## src/rtl/pva_pkg.sv

```systemverilog
// Shared types and constants for the priority voice allocator.
// No dependencies; imported by the allocator core.
package pva_pkg;

  localparam int MAX_VOICES_DEF = 8;
  localparam int HANDLE_OFFSET  = 1;

  localparam int FUNC_W    = 2;
  localparam int PRIO_W    = 8;
  localparam int HANDLE_W  = 4;
  localparam int TIME_W    = 32;
  localparam int COUNT_W   = 4;
  localparam int STATUS_W  = 2;
  localparam int IN_DATA_W = 48;
  localparam int OUT_DATA_W = 8;
  localparam int APB_ADDR_W = 3;
  localparam int APB_DATA_W = 32;

  localparam logic [COUNT_W-1:0] ACTIVE_VOICES_RST = 4'd8;

  typedef enum logic [FUNC_W-1:0] {
    FN_GRAB    = 2'd0,
    FN_PROBE   = 2'd1,
    FN_RELEASE = 2'd2,
    FN_QUERY   = 2'd3
  } func_t;

  typedef enum logic [STATUS_W-1:0] {
    ST_OK         = 2'd0,
    ST_NONE       = 2'd1,
    ST_BAD_HANDLE = 2'd2,
    ST_UNUSED     = 2'd3
  } status_t;

  localparam logic REG_ACTIVE_VOICES = 1'b0;

  typedef enum logic [4:0] {
    S_IDLE  = 5'b00001,
    S_SCAN  = 5'b00010,
    S_DRAIN = 5'b00100,
    S_WRITE = 5'b01000,
    S_DONE  = 5'b10000
  } state_t;

endpackage

```

## src/rtl/pva_ram.sv

```systemverilog
// Generic single-write, single-read RAM with registered read data.
// No dependencies; holds per-voice priority and start time.
module pva_ram #(
  parameter int WIDTH = 40,
  parameter int DEPTH = 8
) (
  input  logic                                  clk,
  input  logic                                  we,
  input  logic [(DEPTH > 1 ? $clog2(DEPTH) : 1)-1:0] waddr,
  input  logic [WIDTH-1:0]                      wdata,
  input  logic [(DEPTH > 1 ? $clog2(DEPTH) : 1)-1:0] raddr,
  output logic [WIDTH-1:0]                      rdata
);

  logic [WIDTH-1:0] mem [DEPTH];

  always_ff @(posedge clk) begin
    if (we) begin
      mem[waddr] <= wdata;
    end
    rdata <= mem[raddr];
  end

endmodule

```

## src/rtl/priority_voice_allocator_core.sv

```systemverilog
// Priority voice allocator: busy flags in flops, priority/start time in pva_ram,
// one comparator walked over the voices by a small sequencer. Uses pva_pkg.
//
// channel  dir  handshake               payload
// s_*      in   s_tvalid/s_tready       s_tuser=func, s_tdata=prio,handle,now
// m_*      out  m_tvalid/m_tready       m_tdata=granted,handle_out,active,status
// apb      in   psel/penable/pwrite     reg 0 active_voices at byte addr 0
//
// Release/query, or grab/probe with no active voices: from the accept state
// to the done state, which loads the output register once it is free (accept, done).
// Grab/probe: accept, scan, write, done when a free voice ends the scan; accept, scan,
// drain, write, done when all active voices are busy (drain for the registered RAM read).
// Reset (rst, sync): clears busy flags and output valid, active_voices to 8.
// A result waits in the output register; the next word is accepted meanwhile,
// and its result waits in the done state until the register frees up.
module priority_voice_allocator_core #(
  parameter int MAX_VOICES = pva_pkg::MAX_VOICES_DEF
) (
  input  logic                             clk,
  input  logic                             rst,
  input  logic                             s_tvalid,
  output logic                             s_tready,
  // [7:0] request_priority, [11:8] voice_handle, [43:12] now_time, rest zero
  input  logic [pva_pkg::IN_DATA_W-1:0]    s_tdata,
  // [1:0] func
  input  logic [pva_pkg::FUNC_W-1:0]       s_tuser,
  output logic                             m_tvalid,
  input  logic                             m_tready,
  // [0] granted, [4:1] voice_handle_out, [5] active, [7:6] status
  output logic [pva_pkg::OUT_DATA_W-1:0]   m_tdata,
  input  logic                             psel,
  input  logic                             penable,
  input  logic                             pwrite,
  input  logic [pva_pkg::APB_ADDR_W-1:0]   paddr,
  input  logic [pva_pkg::APB_DATA_W-1:0]   pwdata,
  output logic [pva_pkg::APB_DATA_W-1:0]   prdata,
  output logic                             pready
);
  import pva_pkg::*;

  localparam int IDX_W = (MAX_VOICES > 1) ? $clog2(MAX_VOICES) : 1;
  localparam int CNT_W = $clog2(MAX_VOICES + 1);
  localparam int RAM_W = PRIO_W + TIME_W;

  state_t state, state_next;

  logic [COUNT_W-1:0]     active_voices;
  logic [MAX_VOICES-1:0]  busy;

  logic [FUNC_W-1:0]      req_func;
  logic [PRIO_W-1:0]      req_prio;
  logic [TIME_W-1:0]      req_time;
  logic [IDX_W-1:0]       req_hidx;

  logic [IDX_W-1:0]       idx;
  logic [IDX_W-1:0]       cmp_idx;
  logic                   cmp_pend;
  logic [IDX_W-1:0]       victim;
  logic                   victim_found;
  logic [TIME_W-1:0]      victim_bday;

  logic                   res_granted;
  logic [HANDLE_W-1:0]    res_handle;
  logic                   res_active;
  logic [STATUS_W-1:0]    res_status;

  logic [31:0]            n_wide;
  logic [CNT_W-1:0]       n;
  logic                   in_acc;
  logic                   cfg_wr;
  logic [FUNC_W-1:0]      in_func;
  logic [PRIO_W-1:0]      in_prio;
  logic [HANDLE_W-1:0]    in_handle;
  logic [TIME_W-1:0]      in_time;
  logic                   h_valid;
  logic [31:0]            h_wide;
  logic [IDX_W-1:0]       h_idx;
  logic                   last_idx;
  logic [PRIO_W-1:0]      rd_prio;
  logic [TIME_W-1:0]      rd_bday;
  logic [RAM_W-1:0]       rd_data;
  logic                   cmp_hit;
  logic                   ram_we;
  logic [31:0]            hout_wide;
  logic                   out_free;

  assign in_func   = s_tuser;
  assign in_prio   = s_tdata[7:0];
  assign in_handle = s_tdata[11:8];
  assign in_time   = s_tdata[43:12];

  assign n_wide = ({28'd0, active_voices} > 32'(MAX_VOICES)) ? 32'(MAX_VOICES)
                                                              : {28'd0, active_voices};
  assign n      = n_wide[CNT_W-1:0];

  assign h_wide  = {28'd0, in_handle} - 32'(HANDLE_OFFSET);
  assign h_valid = (in_handle != '0) && ({28'd0, in_handle} <= 32'(n));
  assign h_idx   = h_wide[IDX_W-1:0];

  assign last_idx = (32'(idx) + 32'd1) == 32'(n);

  assign rd_prio = rd_data[RAM_W-1:TIME_W];
  assign rd_bday = rd_data[TIME_W-1:0];
  assign cmp_hit = cmp_pend && (rd_prio <= req_prio) &&
                   (!victim_found || (rd_bday < victim_bday));

  assign ram_we    = (state == S_WRITE) && victim_found;
  assign hout_wide = 32'(victim) + 32'(HANDLE_OFFSET);
  assign out_free  = !m_tvalid || m_tready;

  assign s_tready = (state == S_IDLE);
  assign in_acc   = s_tvalid && s_tready;

  assign pready = 1'b1;
  assign cfg_wr = psel && penable && pwrite && pready;
  assign prdata = (paddr[2] == REG_ACTIVE_VOICES) ? {28'd0, active_voices} : '0;

  pva_ram #(
    .WIDTH (RAM_W),
    .DEPTH (MAX_VOICES)
  ) u_ram (
    .clk   (clk),
    .we    (ram_we),
    .waddr (victim),
    .wdata ({req_prio, req_time}),
    .raddr (idx),
    .rdata (rd_data)
  );

  always_comb begin
    state_next = state;
    case (state)
      S_IDLE: begin
        if (in_acc) begin
          if ((in_func == FN_GRAB || in_func == FN_PROBE) && n != '0) begin
            state_next = S_SCAN;
          end else begin
            state_next = S_DONE;
          end
        end
      end
      S_SCAN: begin
        if (!busy[idx]) begin
          state_next = S_WRITE;
        end else if (last_idx) begin
          state_next = S_DRAIN;
        end
      end
      S_DRAIN: state_next = S_WRITE;
      S_WRITE: state_next = S_DONE;
      S_DONE: begin
        if (out_free) begin
          state_next = S_IDLE;
        end
      end
      default: state_next = S_IDLE;
    endcase
  end

  always_ff @(posedge clk) begin
    if (rst) begin
      state         <= S_IDLE;
      active_voices <= ACTIVE_VOICES_RST;
      busy          <= '0;
      m_tvalid      <= 1'b0;
      cmp_pend      <= 1'b0;
      victim_found  <= 1'b0;
    end else begin
      state <= state_next;

      if (cfg_wr && paddr[2] == REG_ACTIVE_VOICES) begin
        active_voices <= pwdata[COUNT_W-1:0];
      end

      if (state == S_DONE && out_free) begin
        m_tvalid <= 1'b1;
      end else if (m_tvalid && m_tready) begin
        m_tvalid <= 1'b0;
      end

      case (state)
        S_IDLE: begin
          if (in_acc) begin
            req_func     <= in_func;
            req_prio     <= in_prio;
            req_time     <= in_time;
            req_hidx     <= h_idx;
            idx          <= '0;
            cmp_pend     <= 1'b0;
            victim_found <= 1'b0;
            res_granted  <= 1'b0;
            res_handle   <= '0;
            if (in_func == FN_GRAB || in_func == FN_PROBE) begin
              res_active <= 1'b0;
              res_status <= (n == '0) ? ST_NONE : ST_OK;
            end else if (!h_valid) begin
              res_active <= 1'b0;
              res_status <= ST_BAD_HANDLE;
            end else if (in_func == FN_RELEASE) begin
              res_active  <= 1'b0;
              res_status  <= ST_OK;
              busy[h_idx] <= 1'b0;
            end else begin
              res_active <= busy[h_idx];
              res_status <= ST_OK;
            end
          end
        end
        S_SCAN, S_DRAIN: begin
          if (state == S_SCAN && !busy[idx]) begin
            victim       <= idx;
            victim_found <= 1'b1;
          end else if (cmp_hit) begin
            victim       <= cmp_idx;
            victim_bday  <= rd_bday;
            victim_found <= 1'b1;
          end
          cmp_pend <= (state == S_SCAN) && busy[idx];
          if (state == S_SCAN && busy[idx]) begin
            cmp_idx <= idx;
            if (!last_idx) begin
              idx <= idx + 1'b1;
            end
          end
        end
        S_WRITE: begin
          if (victim_found) begin
            busy[victim] <= (req_func == FN_GRAB);
            res_granted  <= 1'b1;
            res_handle   <= hout_wide[HANDLE_W-1:0];
          end else begin
            res_status <= ST_NONE;
          end
        end
        S_DONE: begin
          if (out_free) begin
            m_tdata <= {res_status, res_active, res_handle, res_granted};
          end
        end
        default: ;
      endcase
    end
  end

`ifndef NO_ASSERTIONS
  a_scan_in_range: assert property (@(posedge clk) disable iff (rst)
    (state == S_SCAN) |-> (32'(idx) < 32'(n)))
    else $error("scan index beyond active count");

  a_victim_in_range: assert property (@(posedge clk) disable iff (rst)
    (state == S_WRITE && victim_found) |-> (32'(victim) < 32'(n)))
    else $error("victim beyond active count");

  a_release_clears: assert property (@(posedge clk) disable iff (rst)
    (in_acc && in_func == FN_RELEASE && h_valid) |=> !busy[req_hidx])
    else $error("released voice still busy");

  a_grab_sets_busy: assert property (@(posedge clk) disable iff (rst)
    (ram_we && req_func == FN_GRAB) |=> busy[$past(victim)])
    else $error("grabbed voice not marked busy");

  a_granted_ok: assert property (@(posedge clk) disable iff (rst)
    (m_tvalid && m_tdata[0]) |-> (m_tdata[7:6] == ST_OK && !m_tdata[5]))
    else $error("granted result with bad status");
`endif

endmodule
```

## config.mk

```make
export PLATFORM = sky130hd
export DESIGN_NAME = priority_voice_allocator_core
export DESIGN_NICKNAME = d
export VERILOG_FILES = /design/src/rtl/pva_pkg.sv /design/src/rtl/pva_ram.sv /design/src/rtl/priority_voice_allocator_core.sv
export SDC_FILE = /design/constraint.sdc
export NUM_CORES = 1
export LEC_CHECK = 0
export BUFFER_PORTS_ARGS = -buffer_cell sky130_fd_sc_hd__buf_4
export CAP_MARGIN = 15
export CORE_ASPECT_RATIO = 2
export CORE_MARGIN = 10
export CORE_UTILIZATION = 56
export CTS_BUF_LIST = sky130_fd_sc_hd__clkbuf_8
export DETAILED_ROUTE_END_ITERATION = 12
export GPL_TIMING_DRIVEN = 0
export PLACE_DENSITY = 0.83
export SYNTH_ARGS = -nofsm -noshare
export SYNTH_HDL_FRONTEND = slang
export SYNTH_HIERARCHICAL = 1
export SYNTH_SLANG_ARGS = --single-unit
```

## constraint.sdc

```tcl
create_clock -name clk -period 3.96 [get_ports clk]
set_input_delay 0.792 -clock clk [delete_from_list [all_inputs] [get_ports clk]]
set_output_delay 0.792 -clock clk [all_outputs]
set_load 0.02 [all_outputs]
```

==> metrics.md, run 1 <==
| Metric | Value |
|---|---|
| Root Driver | `clkbuf_8` |
| Status | `finished, final reports clean` |
| Final Hold Vio Count | `0` |
| Dpl cells | `1561` |
| Synth area leader | `edfxtp_1` |
| Worst rel slew slack | `35.93%` |
| GPL Wtd Cong | `0.8701` |
| DRT iter0 DRCs | `602` |
| Met2 usage | `33.11%` |
| Yosys cell types | `64` |
| Drt total wl | `37740 um` |
| Post-Layout Cell Count | `1671` |
| Post-synthesis async set-or-reset flop share | `0%` |
| Post-synthesis simple-gate area fraction | `3.770%` |
| Final nets | `1324` |
| Area share of fa/ha/maj cells after synthesis | `3.016%` |
| Die Span Y | `281.1 um` |
| Fin area | `0.02191 mm2` |
| Total Routing Usage GR | `17.85%` |
| Worst hold path class | `primary input to flip-flop` |
| Post-synthesis xor/xnor area fraction | `0.3672%` |
| Input/output buffers | `70` |
| Syn avg cell area | `18.84 um2` |
| DRC viols | `0` |
| Via/cell ratio | `5.812` |
| Area fraction of the dominant cell type after synthesis | `65.94%` |
| Num rows | `95` |
| CTS tree | `done` |
| Top-Level Pins | `135` |
| Final ANT Viol Nets | `0` |
| Post-CTS Hold Buffers | `0` |
| Max-slew violations | `0` |
| Vias in the first global route | `10494` |
| Worst setup SP type | `flip-flop` |
| Leakage power | `7.930 nW` |
| Dpl hpwl | `24690 um` |
| Met1 usage | `19.02%` |
| Top delay family on crit path | `simple AND/OR/NAND/NOR gates` |
| Number of H-tree levels | `2` |
| Num Clock Sinks | `479` |
| Worst Tran Pin Value | `0.9588 ns` |
| # setup viols final | `0` |
| CTS resizes | `0` |
| Compound-gate portion of the synthesized area | `3.324%` |
| CTS clk-pin slew, worst paths | `0.08 ns` |
| Routing usage on met3 | `3.141%` |
| Fraction of layout cells with a size suffix above 1 | `22.37%` |
| Synth Warn # | `6` |
| Count leader, synth | `edfxtp_1` |
| Post-synth top flop | `edfxtp_1` |
| Post-DP Area | `0.02068 mm2` |
| Initial Util | `56.73%` |
| Die Area | `0.04231 mm2` |
| Critical path, cell by cell | `nor2_1, nand4bb_1, inv_2, nand2_1, inv_1, nand2_1, nor3_4, buf_8, buf_8` |
| Grt total ovfl | `0` |
| Area growth from synthesis to layout | `14.83%` |
| PwrDens | `457.5 mW/mm2` |
| Clock skew | `0.03034 ns` |
| Synthesized cell area | `0.01908 mm2` |
| Minimum clock period | `3.257 ns` |
| DR vias | `9712` |
| Wire length per cell | `22.58 um` |
| Initial antenna violation count | `1` |
| First-pass GRT wire length | `57700 um` |
| Clock tree buffer depth | `3` |
| Number of flops mapped to enable cells by yosys | `419` |
| Synthesized flop and latch total | `479` |
| Fmax | `307.0 MHz` |
| WP buf/inv | `4` |
| Largest net degree at the start of global routing | `26` |
| Peak supply drop | `0.2580 mV` |
| Register area share after synthesis | `72.23%` |
| Synth cell count leaders | `edfxtp_1 (419), mux4_1 (80), dfxtp_1 (60), inv_1 (47), ha_1 (46)` |
| Post-synthesis mux area share | `14.08%` |
| Area of the core | `0.03364 mm2` |
| RSZ-0062 raised after global routing | `false` |
| TritonRoute pass-1 iters | `5` |
| WP data arrival | `3.55 ns` |
| Largest stage delay on the critical path | `0.79 ns` |
| Crit-path slowest cell | `nor3_4` |
| Setup crit end kind | `flip-flop` |
| Post-CTS Setup Repair Bufs | `0` |
| Crit Path Category | `flip-flop to flip-flop` |
| Synth area leaders | `edfxtp_1 (66%), mux4_1 (11%), dfxtp_1 (6.3%)` |
| CP Data Required Time | `4.26 ns` |
| Worst skew pair latency | `0.62 ns` |
| Crit-path max FO | `15` |
| Post-Syn Instances | `1013` |
| Grt peak-use layer | `met2` |
| Max_cap viols | `0` |
| Final worst-path cycle share | `82.26%` |
| Num CTS Buffers | `59` |
| Combinational family with the most area after synthesis | `multiplexers` |
| Die width | `150.5 um` |
==> routing by layer <==
metal	vias to the layer above	routed length [um]
met3	93	2396
met5	-	0
li1	4388	-
met2	384	20660
met4	0	1228
met1	4847	13450
==> layout by cell type (no fill, tap or decap), types with 28 or more instances in the layout <==
cell      count
mux2_2       41
nand2_1      36
a21oi_1      28
buf_4        99
ha_1         46
clkbuf_8     63
mux4_1       80
inv_1        62
conb_1       29
edfxtp_1    419
dfxtp_1      60
==> cells by family (layout without fill, tap and decap cells) <==
logic type      count (synthesis)  in the layout
other cells                     2             30
compound gates                 95             95
mux                           131            131
fa+ha+maj                      46             46
buf+inv                       112            306
simple gates                  140            140
flops                         479            479
xor+xnor                        8              8
==> flip-flops by register name, indices dropped and copies added, names as in the netlist, 4 cells and up <==
signal,flops
victim_bday,32
req_time,32
state,5
res_handle,4
u_ram/rdata,40
u_ram/mem,320
busy,8
m_tdata,8
req_prio,8
active_voices,4
==> per-stage QoR <==
stage               hold WS [ns]  power (W)  setup WS, ns  setup TNS (ns)  util, %
floorplan                 0.3995   0.006279        0.6789               0        -
global placement          0.4027   0.006489        -1.434         -457.24    60.24
detailed placement        0.4057   0.006535        0.7906               0    61.48
CTS                       0.3001    0.01010        0.7286               0    65.13
global route              0.3110    0.01037        0.5964               0    65.14
finish                    0.3390    0.01003        0.7025               0    65.14
==> path summary, 6_finish.rpt <==
check                              startpoint               end  slack [ns]  cells after the start
worst max-delay path                 state[1]  u_ram/mem[4][20]        0.70                      9
worst min register to register  res_handle[3]        m_tdata[4]        0.42                      0
worst min-delay path               s_tdata[2]       req_prio[2]        0.34                      1
worst max register to register       state[1]  u_ram/mem[4][20]        0.70                      9
==> power by group <==
part	internal [W]	switching (W)	total [W]	leakage [nW]
sequential	0.00561	0.000104	0.00572	4.28
combinational	0.000349	0.000365	0.000714	2.96
clock	0.00187	0.00172	0.00360	0.689
total	0.00783	0.00219	0.0100	7.93
==> area by class of cell <==
type,instances,area [um2]
diodes,1,2.502
plain buffers,64,425.4
clock buffers,63,867.1
clock inverters,46,360.3
fillers,2141,11730
inverters,48,180.2
multi-input cells,449,4878
flip-flops and latches,479,13780
well taps,436,545.5
repair buffers,85,868.3
==> worst register-to-register path: stages, from the launching register on <==
cell       delay (ns)
dfxtp_1          0.34
nor2_1           0.25
nand4bb_1        0.31
inv_2            0.18
nand2_1          0.11
inv_1            0.18
nand2_1          0.27
nor3_4           0.79
buf_8            0.29
buf_8            0.22
(Power assumes the default switching activity.)
==> inputs of run 2 (changes only) <==
Clock period 3.96 ns to 2.7 ns, I/O delays scaled along.
==> run 2 against run 1 <==
Net effect: sequential share of layout area down 1.1 points; die area unchanged; combinational power up 50%; register-to-register slack worse by 0.64 ns; count of clock-buffer cells in the layout down 2; maximum frequency up 23%; total power up 50%; critical path depth down 1; setup slack worse by 0.64 ns; flip-flop and latch count unchanged; non-clock buffer count up 17; largest power group unchanged.
==> metrics.md, run 2 (synthesized netlist as in run 1, its figures left out) <==
| Metric | Value |
|---|---|
| Status | `finished, final reports clean` |
| Crit-path slowest cell | `a2111oi_2` |
| Regs by FF count | `u_ram/mem x320, u_ram/rdata x40` |
| Final ANT Viol Nets | `0 (unchanged)` |
| DRT iter0 DRCs | `766 (+27%)` |
| Num Clock Sinks | `479 (unchanged)` |
| Die Area | `0.04231 mm2 (unchanged)` |
| Final nets | `1346 (+1.7%)` |
| Fmax | `379.1 MHz (+23%)` |
| Post-CTS Hold Buffers | `0 (unchanged)` |
| Die Span Y | `281.1 um (unchanged)` |
| Largest net degree at the start of global routing | `26 (unchanged)` |
| DR vias | `10053 (+3.5%)` |
| Minimum clock period | `2.638 ns (-0.6198 ns)` |
| Critical path, cell by cell | `inv_1, ha_1, a2111oi_2, a2111oi_2, o31ai_2, nand3_2, nor2_4, buf_12` |
| Vias in the first global route | `10377 (-1.1%)` |
| Worst hold path class | `primary input to flip-flop` |
| WHS Path Cells | `1 (unchanged)` |
| GPL Wtd Cong | `0.8448 (-2.9%)` |
| Most frequent CP cell | `a2111oi_2` |
| Worst setup SP type | `flip-flop` |
| Input/output buffers | `70 (unchanged)` |
| CTS clk-pin slew, worst paths | `0.08 ns (about the same)` |
| Dpl hpwl | `24640 um (-0.18%)` |
| # setup viols final | `0 (unchanged)` |
| Grt total ovfl | `0 (unchanged)` |
| Worst hold endpoint | `req_prio[1]` |
| Dpl cells | `1560 (-0.064%)` |
| TritonRoute pass-1 iters | `5 (unchanged)` |
| Worst Tran Pin Value | `0.8940 ns (-0.06482 ns)` |
| Crit Path Category | `flip-flop to flip-flop` |
| Root Driver | `clkbuf_8` |
| Reg2reg end | `victim_bday[9]` |
| CP Data Required Time | `3.04 ns (-1.22 ns)` |
| Reg-to-Reg Start | `victim_bday[1]` |
| Register bank with the most flops | `u_ram/mem` |
| Clock tree buffer depth | `3 (unchanged)` |
| PwrDens | `674.0 mW/mm2 (+47%)` |
| Num rows | `95 (unchanged)` |
| Final worst-path cycle share | `97.69% (+15 points)` |
| Setup crit end kind | `flip-flop` |
| DRC viols | `0 (unchanged)` |
| Max FFs per register | `320 (unchanged)` |
| Total Routing Usage GR | `18.86% (+1.0 points)` |
| Max_cap viols | `0 (unchanged)` |
| Num CTS Buffers | `60 (+1.7%)` |
| Crit-path max FO | `8 (-7)` |
| Number of H-tree levels | `2 (unchanged)` |
| Worst skew pair latency | `0.66 ns (+0.04 ns)` |
| Initial Util | `56.73% (unchanged)` |
| Fraction of layout cells with a size suffix above 1 | `24.54% (+2.2 points)` |
| Commonest cells after routing, fill and taps aside | `edfxtp_1 (419), buf_4 (107), mux4_1 (80), clkbuf_8 (61), dfxtp_1 (60)` |
| Hold_sp | `s_tdata[1]` |
| WHS | `0.05562 ns (-0.2834 ns)` |
| First-pass GRT wire length | `60000 um (+4.0%)` |
| Via/cell ratio | `5.927 (+2.0%)` |
| Max-slew violations | `0 (unchanged)` |
| Flop2flop setup slack | `0.06 ns (-0.64 ns)` |
| Top-Level Pins | `135 (unchanged)` |
| Area of the core | `0.03364 mm2 (unchanged)` |
| CTS tree | `done` |
| Final Hold Vio Count | `0 (unchanged)` |
| Clock skew | `0.03483 ns (+0.004492 ns)` |
| Die width | `150.5 um (unchanged)` |
| Largest stage delay on the critical path | `0.41 ns (-0.38 ns)` |
| Wire length per cell | `23.81 um (+5.4%)` |
| Util after Layout | `66.26% (+1.1 points)` |
| Peak supply drop | `0.5240 mV (+100%)` |
| Crit path from | `victim_bday[1]` |
| Most common cell after layout, fill and taps aside | `edfxtp_1` |
| WP data arrival | `2.98 ns (-0.57 ns)` |
| Post-Layout Cell Count | `1696 (+1.5%)` |
| Drt total wl | `40380 um (+7.0%)` |
| Initial antenna violation count | `1 (unchanged)` |
| Area growth from synthesis to layout | `16.80%` |
| R2R cell count | `8 (-1)` |
| Leakage power | `8.058 nW (+1.6%)` |
| Worst rel slew slack | `40.26% (+4.3 points)` |
-- run 2: cell count changes in the layout (fill, tap and decap cells not counted), sizes merged, moves of 2 or more --
cell / previous run / this run
buf: 125 / 142
clkinv: 23 / 26
clkinvlp: 2 / 4
clkbuf: 87 / 85
nor2: 33 / 37
bufinv: 6 / 8
-- run 2: how the worst max path moves through the flow --
stage                        to  slack, ns  cells after the start
2_1_floorplan   u_ram/mem[2][0]      -0.58                      7
3_3_place_gp   u_ram/mem[6][17]      -2.62                      7
4_1_cts        u_ram/mem[5][21]      0.009                      8
3_5_place_dp    victim_bday[19]      -0.45                      7
5_1_grt          victim_bday[9]      -0.06                      8
6_report         victim_bday[9]       0.06                      8
-- run 2: timing repair --
item,CTS,global route
buffers inserted,15,3
gates cloned,4,0
gates resized for setup,7,9
endpoints found under the setup margin,273,92
pin swaps,9,4
-- run 2: area by class of cell --
type,count,area [um2]
clock inverters,52,457.9
fillers,2091,11350
clock buffers,61,839.6
flip-flops and latches,479,13780
well taps,436,545.5
plain buffers,64,425.4
inverters,48,180.2
diodes,1,2.502
multi-input cells,453,4972
repair buffers,102,1081
-- run 2: critical path, delay by kind of cell, from the launching register on --
family                   cells  cell delay [ns]
adder cells (fa/ha/maj)      1             0.32
AND/OR/NAND/NOR              2             0.53
AO/OA/AOI/OAI                3             0.94
flip-flops                   1             0.34
buffers and inverters        2             0.22
-- run 2: per-layer routing --
metal / wire [um] / up-vias / track usage, %
met4: 1604 / 0 / 8.283
met3: 2579 / 113 / 3.189
met5: 0 / - / 0
met2: 22410 / 441 / 35.16
li1: - / 4438 / -
met1: 13790 / 5061 / 20.07
-- run 2: where the power goes --
part           leakage [nW]  total, W  switching (W)  internal (W)
Sequential             4.28   0.00838       0.000154       0.00823
Clock                 0.701   0.00557        0.00266       0.00291
Combinational          3.07   0.00107       0.000552      0.000518
-- run 2: through the flow --
step,TNS [ns],setup slack (ns),cell area (um2),power [W]
after floorplan,-150.37,-0.5811,19210,0.009209
after global placement,-787.44,-2.622,20280,0.009507
after detailed placement,-46.87,-0.4515,20630,0.009581
after CTS,0,0.008724,22220,0.01509
after global routing,-0.5860,-0.05550,22290,0.01551
final,0,0.06228,22290,0.01502
